$ cat config.mk
export PLATFORM = sky130hd
export DESIGN_NAME = tto_sep
export DESIGN_NICKNAME = d
export VERILOG_FILES = /design/src/hw/rtl/tto_sep.sv
export SDC_FILE = /design/constraint.sdc
export NUM_CORES = 1
export LEC_CHECK = 0
export BUFFER_PORTS_ARGS = -buffer_cell sky130_fd_sc_hd__clkbuf_2
export CAP_MARGIN = 5
export CORE_MARGIN = 4
export CORE_UTILIZATION = 51
export DETAILED_ROUTE_END_ITERATION = 10
export PLACE_DENSITY = 0.76
export REMOVE_ABC_BUFFERS = 1
export SLEW_MARGIN = 40
export SYNTH_ARGS = -nofsm -noshare
export SYNTH_HDL_FRONTEND = slang
export SYNTH_SLANG_ARGS = --single-unit
$ cat constraint.sdc
create_clock -name vclk -period 21.5
set_input_delay 3.225 -clock vclk [all_inputs]
set_output_delay 3.225 -clock vclk [all_outputs]
set_load 0.05 [all_outputs]
$ cat src/hw/rtl/tto_sep.sv
module tto_sep #(
	parameter int W = 54
) (
	input  logic signed [W-1:0] pa [3],
	input  logic signed [W-1:0] pb [3],
	output logic                sep
);
	logic signed [W-1:0] amin, amax, bmin, bmax;

	always_comb begin
		amin = pa[0];
		amax = pa[0];
		bmin = pb[0];
		bmax = pb[0];
		for (int k = 1; k < 3; k++) begin
			if (pa[k] < amin) amin = pa[k];
			if (pa[k] > amax) amax = pa[k];
			if (pb[k] < bmin) bmin = pb[k];
			if (pb[k] > bmax) bmax = pb[k];
		end
		sep = (amax < bmin) || (bmax < amin);
	end
endmodule

# [Yosys cells after proc, flatten, opt, wreduce, memory -nomap -nowiden]
# Cells that the tools add are included.
[totals] register_bits=0 input_bits=324
[op_classes] reduce_logical=1 magnitude_cmp=10 mux=8
[op_table] operator="54-bit 2-to-1 mux" n=8
[op_table] operator="54-bit less-than comparator" n=6
[op_table] operator="54-bit > comparator" n=4
[op_table] operator="1-bit logical OR" n=1

# [Longest topological paths before layout]
# Gate-level depths: netlist of the first run.
[logic_depth] word_depth=6 depth_mapped=38 depth_no_buf=33

# [Worst setup path before layout of the first run]
# No wires, ideal clock.
[synth_timing] kind="input port to output port" start="input port pa[161] (netlist bit)" end="output port sep" slack_ps=6896 arrival_ps=11379 n_path_buf=4 path_stages=35 t_required_ps=18275 cell_sequence="inv_1 -> ha_1 -> nand4_1 -> nor4_2 -> nand4_1 -> or4_1 -> o2111a_1 -> or2_1 -> buf_2 -> clkbuf_1 -> clkbuf_1 -> a21oi_1 -> ha_1 -> a211oi_1 -> o21ai_0 -> a311o_1 -> a311o_1 -> or3_1 -> or4_1 -> o31ai_2 -> xnor2_2 -> clkbuf_1 -> o21ai_1 -> ha_1 -> nand4_1 -> nor2_1 -> nand3_1 -> or3_1 -> nor2_1 -> nand3_1 -> o221a_2 -> o2111ai_1 -> o21ai_0 -> or3_1 -> o211ai_1"
[synth_via] elab_chain_len=6 word_cells_on_any_way=11 cone_classes="6 x order compare; 4 x mux; 1 x reduce/logical"
[synth_rtl] item="start: declaration" line="4" source="input logic signed [W-1:0] pa [3],"
[synth_rtl] item="54-bit > comparator or 54-bit less-than comparator (tied branches)" line="17, 16"
[synth_rtl] item="54-bit 2-to-1 mux (on tied branches)" line="17, 16"
[synth_rtl] item="54-bit > comparator or 54-bit less-than comparator (tied branches)" line="17, 16"
[synth_rtl] item="54-bit 2-to-1 mux (on tied branches)" line="17, 16"
[synth_rtl] item="54-bit less-than comparator" line="21" source="sep = (amax < bmin) || (bmax < amin);"
[synth_rtl] item="1-bit logical OR (*)" line="21"
[synth_rtl] item="end: declaration" line="6" source="output logic sep"
# Every way passes the cells marked *; elsewhere a longest branch is shown, timed or not.

# [Final worst setup path of the first run]
[layout_timing] start="input port pb[161] (netlist bit)" end="output port sep"
[layout_via] elab_chain_len=6 word_cells_on_any_way=11 cone_classes="6 x order compare; 4 x mux; 1 x reduce/logical"
[layout_rtl] item="start: declaration" line="5" source="input logic signed [W-1:0] pb [3],"
[layout_rtl] item="54-bit less-than comparator or 54-bit > comparator (tied branches)" line="18, 19"
[layout_rtl] item="54-bit 2-to-1 mux (on tied branches)" line="18, 19"
[layout_rtl] item="54-bit less-than comparator or 54-bit > comparator (tied branches)" line="18, 19"
[layout_rtl] item="54-bit 2-to-1 mux (on tied branches)" line="18, 19"
[layout_rtl] item="54-bit less-than comparator" line="21"
[layout_rtl] item="1-bit logical OR (*)" line="21"
# Marked as above.

==> results by group, run 1 <==
Hold path
  – Worst Hold Path EP: sep
  – Hold crit path type: input port to output pin
  – Hold-critical path depth: 5
  – Hold path startpoint: pa[0]

Place
  – Dpl cell area: 16500 µm²
  – Placed cell count: 2683
  – PortBufs: 325
  – HPWL after detailed placement: 47800 µm
  – Pre-CTS setup slack: 4.79 ns
  – Gpl congestion: 1.03

Timing
  – Worst Slack Setup Final: 4.55 ns
  – Final Critical Period: 16.95 ns
  – Tightest Pin Transition: 0.854 ns
  – Final Hold Viols: 0
  – Max Fclk: 0.0590 GHz
  – Slew headroom: 42.3%
  – Crit share post-route: 78.8%
  – RSZ-0062 raised after global routing: no
  – Endpoints failing setup: 0
  – Slew Limit Fails: 0

Logic synthesis
  – Sequential area share after synthesis: 0%
  – Largest family of logic cells by synthesized area: adder cells
  – Simple-gate share of the synthesized area: 18.4%
  – Mux cell area share after synthesis: 14.1%
  – Ys Warns: 0
  – Xor/xnor cell area share of the yosys netlist: 0.112%
  – Mapped Area: 14600 µm²
  – Post-synthesis cell type count: 62
  – Cells after Synth: 2044
  – Avg Inst Size Synth: 7.13 µm²
  – Synth Area in Adders: 36.7%
  – Synth Area in Compound Gates: 23.6%

Final layout
  – Fin area: 16500 µm²
  – FF+latch count: 0
  – Most frequent cells in the layout: 428 x ha_1, 325 x clkbuf_2, 307 x a21oi_1
  – Multi-input logic area: 13600 µm²
  – Layout area overhead: 13.1%
  – Final #Nets: 3059
  – Commonest non-fill, non-tap cell in the layout: ha_1
  – Final std cells w/o fill: 2689
  – Share of post-route cells with drive strength above 1: 18.0%
  – Clkbuf count: 0
  – Seq. cell area: 0 µm²
  – Filler cells: 2709

Setup path
  – Max incr delay on CP: 0.71 ns
  – Worst Setup Path Type: input port to output pin
  – Worst setup EP type: output pin
  – Required @ worst endpoint: 18.27 ns
  – Startpoint Class: input port
  – Crit path max-delay family: compound AO/OA/AOI/OAI gates
  – CP Max Fanout: 65
  – Crit path DAT: 13.73 ns
  – WP buf/inv: 5
  – Critical Path Slowest Stage Cell: buf_4

Global route
  – First-pass GRT wire length: 82700 µm
  – Overflow after GRT: 0
  – Global-route usage over all layers: 32.6%
  – Initial antenna violation count: 10
  – Vias in the first global route: 15500
  – Largest net degree at the start of global routing: 107

Run status
  – Status: finished clean

Floorplan
  – Die Ht: 177 µm
  – Die width: 177 µm
  – Starting Density: 52.1%
  – Number of top-level pins: 325
  – Core ar.: 28000 µm²
  – Row count: 61
  – Full die area: 31400 µm²

Pwr
  – Power Density: 58.2 nW/µm²
  – Pwr Total: 0.961 mW
  – Static Leak: 9.05 nW
  – VDD IR max: 0.0628 mV

Clock network
  – Hold buffer count at CTS: 0
  – Post-CTS sizing: 0
  – # Post-CTS Setup Buffers: 0

Detailed routing
  – Drt pass-1 iters: 5
  – Routed vias: 16500
  – Post-Route WL: 54300 µm
  – DRT iter0 DRCs: 1258
  – DR vias/cell: 6.14
  – Wire per inst: 20.2 µm
  – Routed Antenna Nets: 0
  – DRC: 0

Run
  – Max-cap check violation count: 0
-- cell usage after synthesis, drive strengths merged (7+ instances only) --
master  instances  area share, %
buf            32            1.3
nand2         128            3.3
nand3          28           0.96
nor2          227            5.8
mux2i         143            9.8
o211ai         19           0.98
nor3           21           0.72
ha            428             37
or2            10           0.43
a21oi         307             11
a21o           67            3.4
a221oi         11           0.66
mux2           56            4.3
nor2b          18           0.77
o21ai         119            4.1
inv           181            4.7
nand4          83            3.6
clkbuf         41            1.1
nor4           12           0.60
nand2b          7           0.30
or3             7           0.30
a211oi         13           0.67
-- layer usage --
metal / wire [µm] / GRT usage [%] / up-vias
li1: - / - / 8102
met1: 23700 / 44.9 / 7573
met2: 24100 / 53.3 / 708
met3: 4650 / 4.27 / 120
met4: 1800 / 9.57 / 8
met5: 56 / 0 / -
-- where the power goes --
part	total (mW)	internal, mW	leakage [nW]	switching, mW
clock network	0.0000000374	0.0000000374	0.0000380	0
registers	0	0	0	0
logic	0.961	0.389	9.05	0.572
-- layout make-up --
type,count,share of cell area (%)
Antenna cell,6,0.0910
Inverter,181,4.12
Multi-Input combinational cell,1790,82.6
Tap cell,378,2.87
Timing Repair Buffer,334,10.3
-- through the flow --
stage          hold slack, ns  setup TNS (ns)  util [%]
6_report                 7.26               0      58.9
4_1_cts                  7.24               0      58.8
3_3_place_gp             7.25               0      58.8
5_1_grt                  7.32               0      58.9
2_1_floorplan            7.03          -0.560         -
3_5_place_dp             7.24               0      58.8
-- cell families after synthesis --
kind of cell	after synthesis
buffers and inverters	254
multiplexers	199
XOR/XNOR	1
AND/OR/NAND/NOR	571
adder cells (fa/ha/maj)	428
AO/OA/AOI/OAI	591
-- tightest hold or removal path: stages --
cell      delay [ns]
clkbuf_2        0.14
mux2i_1         0.10
a21oi_1         0.14
o211ai_1        0.16
clkbuf_2        0.27
-- worst max-delay path by stage --
stage / start / endpoint / slack [ns] / cells after the start
detailed placement: pa[145] / sep / 4.79 / 34
finish: pb[161] / sep / 4.55 / 33
global placement: pa[145] / sep / 4.59 / 35
global route: pa[147] / sep / 4.03 / 35
floorplan: pb[161] / sep / -0.56 / 31
CTS: pa[145] / sep / 4.75 / 34
Note: power is estimated with default switching activity, not from simulation.
==> run 2, diff against run 1 <==
==> constraint.sdc (replaced) <==
create_clock -name vclk -period 15.6
set_input_delay 2.34 -clock vclk [all_inputs]
set_output_delay 2.34 -clock vclk [all_outputs]
set_load 0.05 [all_outputs]
==> results by group, run 2 (synthesis results as in run 1) <==
Run status
  – Status: finished clean

Floorplan
  – Core ar.: 28000 µm²
  – Die width: 177 µm
  – Number of top-level pins: 325
  – Die Ht: 177 µm
  – Starting Density: 52.1%
  – Full die area: 31400 µm²
  – Row count: 61

Final layout
  – Clkbuf count: 0
  – Most frequent cells in the layout: 428 x ha_1, 325 x clkbuf_2, 307 x a21oi_1
  – Layout area overhead: 13.8%
  – Seq. cell area: 0 µm²
  – Share of post-route cells with drive strength above 1: 18.3%
  – Fin area: 16600 µm²
  – FF+latch count: 0
  – Commonest non-fill, non-tap cell in the layout: ha_1
  – Final #Nets: 3066

Timing
  – Slew Limit Fails: 0
  – RSZ-0062 raised after global routing: no
  – Endpoints failing setup: 0
  – Max Fclk: 0.0663 GHz
  – Final Hold Viols: 0
  – Final Critical Period: 15.08 ns
  – Crit share post-route: 96.6%
  – Tightest Pin Transition: 0.804 ns
  – Slew headroom: 46.3%

Global route
  – Overflow after GRT: 0
  – Initial antenna violation count: 9
  – Global-route usage over all layers: 32.5%
  – Vias in the first global route: 15800
  – First-pass GRT wire length: 82900 µm
  – Largest net degree at the start of global routing: 88

Detailed routing
  – Wire per inst: 19.9 µm
  – Post-Route WL: 53800 µm
  – DR vias/cell: 6.19
  – DRC: 0
  – Routed vias: 16700
  – Drt pass-1 iters: 5
  – DRT iter0 DRCs: 1449
  – Routed Antenna Nets: 0

Setup path
  – Worst Setup Path Type: input port to output pin
  – CP Max Fanout: 49
  – Startpoint Class: input port
  – Worst setup EP type: output pin
  – Critical Path Slowest Stage Cell: or4_1
  – Max incr delay on CP: 0.70 ns
  – Crit path DAT: 12.74 ns
  – Required @ worst endpoint: 13.26 ns

Place
  – Gpl congestion: 1.04
  – Dpl cell area: 16500 µm²
  – HPWL after detailed placement: 47400 µm
  – PortBufs: 325

Clock network
  – Hold buffer count at CTS: 0
  – # Post-CTS Setup Buffers: 0
  – Post-CTS sizing: 0

Pwr
  – Switching share of total power: 59.1%
  – Pwr Total: 1.33 mW
  – Power Density: 80.3 nW/µm²
  – VDD IR max: 0.0780 mV
  – Static Leak: 9.10 nW
  – P_int: 0.544 mW
  – Comb pwr share: 100.0%
  – Clk pwr share: 0%
  – Sequential share of power: 0%
  – Switching power: 0.788 mW

Run
  – Max-cap check violation count: 0

Hold path
  – Hold-critical path depth: 5
  – Hold path startpoint: pa[0]
  – Worst Hold Path EP: sep
  – Hold crit path type: input port to output pin
-- run 2: cell count changes in the layout (fill, tap and decap cells not counted), sizes merged --
cell,before,now
diode,6,8
buf,9,16
-- run 2: routing by layer --
metal | vias up | global-route usage (%) | wire [µm]
li1 | 8123 | - | -
met1 | 7645 | 43.9 | 22700
met2 | 786 | 54.1 | 23900
met3 | 140 | 2.73 | 4690
met4 | 6 | 11.8 | 2480
met5 | - | 0 | 31
-- run 2: layout make-up --
type | count | area, µm²
multi-input cells | 1790 | 13600
fillers | 2729 | 11400
repair buffers | 341 | 1790
inverters | 181 | 679
well taps | 378 | 473
diodes | 8 | 20.0
-- run 2: how the worst max path moves through the flow --
stage,slack (ns),to,cells after the start,from
floorplan,-4.69,sep,31,pb[161]
global placement,1.29,sep,34,pa[161]
detailed placement,0.92,sep,33,pa[161]
CTS,0.89,sep,33,pa[161]
global route,0.09,sep,34,pa[161]
finish,0.52,sep,34,pa[161]
-- run 2: power groups by stage --
| stage | clock network [mW] | registers, mW | logic, mW |
|---|---|---|---|
| floorplan | 0 | 0 | 0.943 |
| global placement | 0 | 0 | 1.25 |
| detailed placement | 0 | 0 | 1.29 |
| CTS | 0 | 0 | 1.30 |
| global route | 0.0000000429 | 0 | 1.49 |
| finish | 0.0000000687 | 0 | 1.33 |
-- run 2: stage by stage --
stage	util, %	setup TNS, ns	instances	hold WS [ns]	worst slack, ns
after floorplan	-	-4.69	1971	5.26	-4.69
after global placement	58.9	0	2688	5.46	1.29
after detailed placement	59.0	0	2688	5.48	0.919
after CTS	59.0	0	2688	5.48	0.894
after global routing	59.2	0	2695	5.56	0.0862
final	59.2	0	2698	5.52	0.524
-- run 2: critical path, delay by kind of cell --
kind / cells / cell delay (ns)
and+or+nand+nor: 14 / 4.71
AOI/OAI and AO/OA: 11 / 3.23
buffers and inverters: 5 / 1.18
adders and majority gates: 3 / 0.97
xor gates and xnor gates: 1 / 0.25
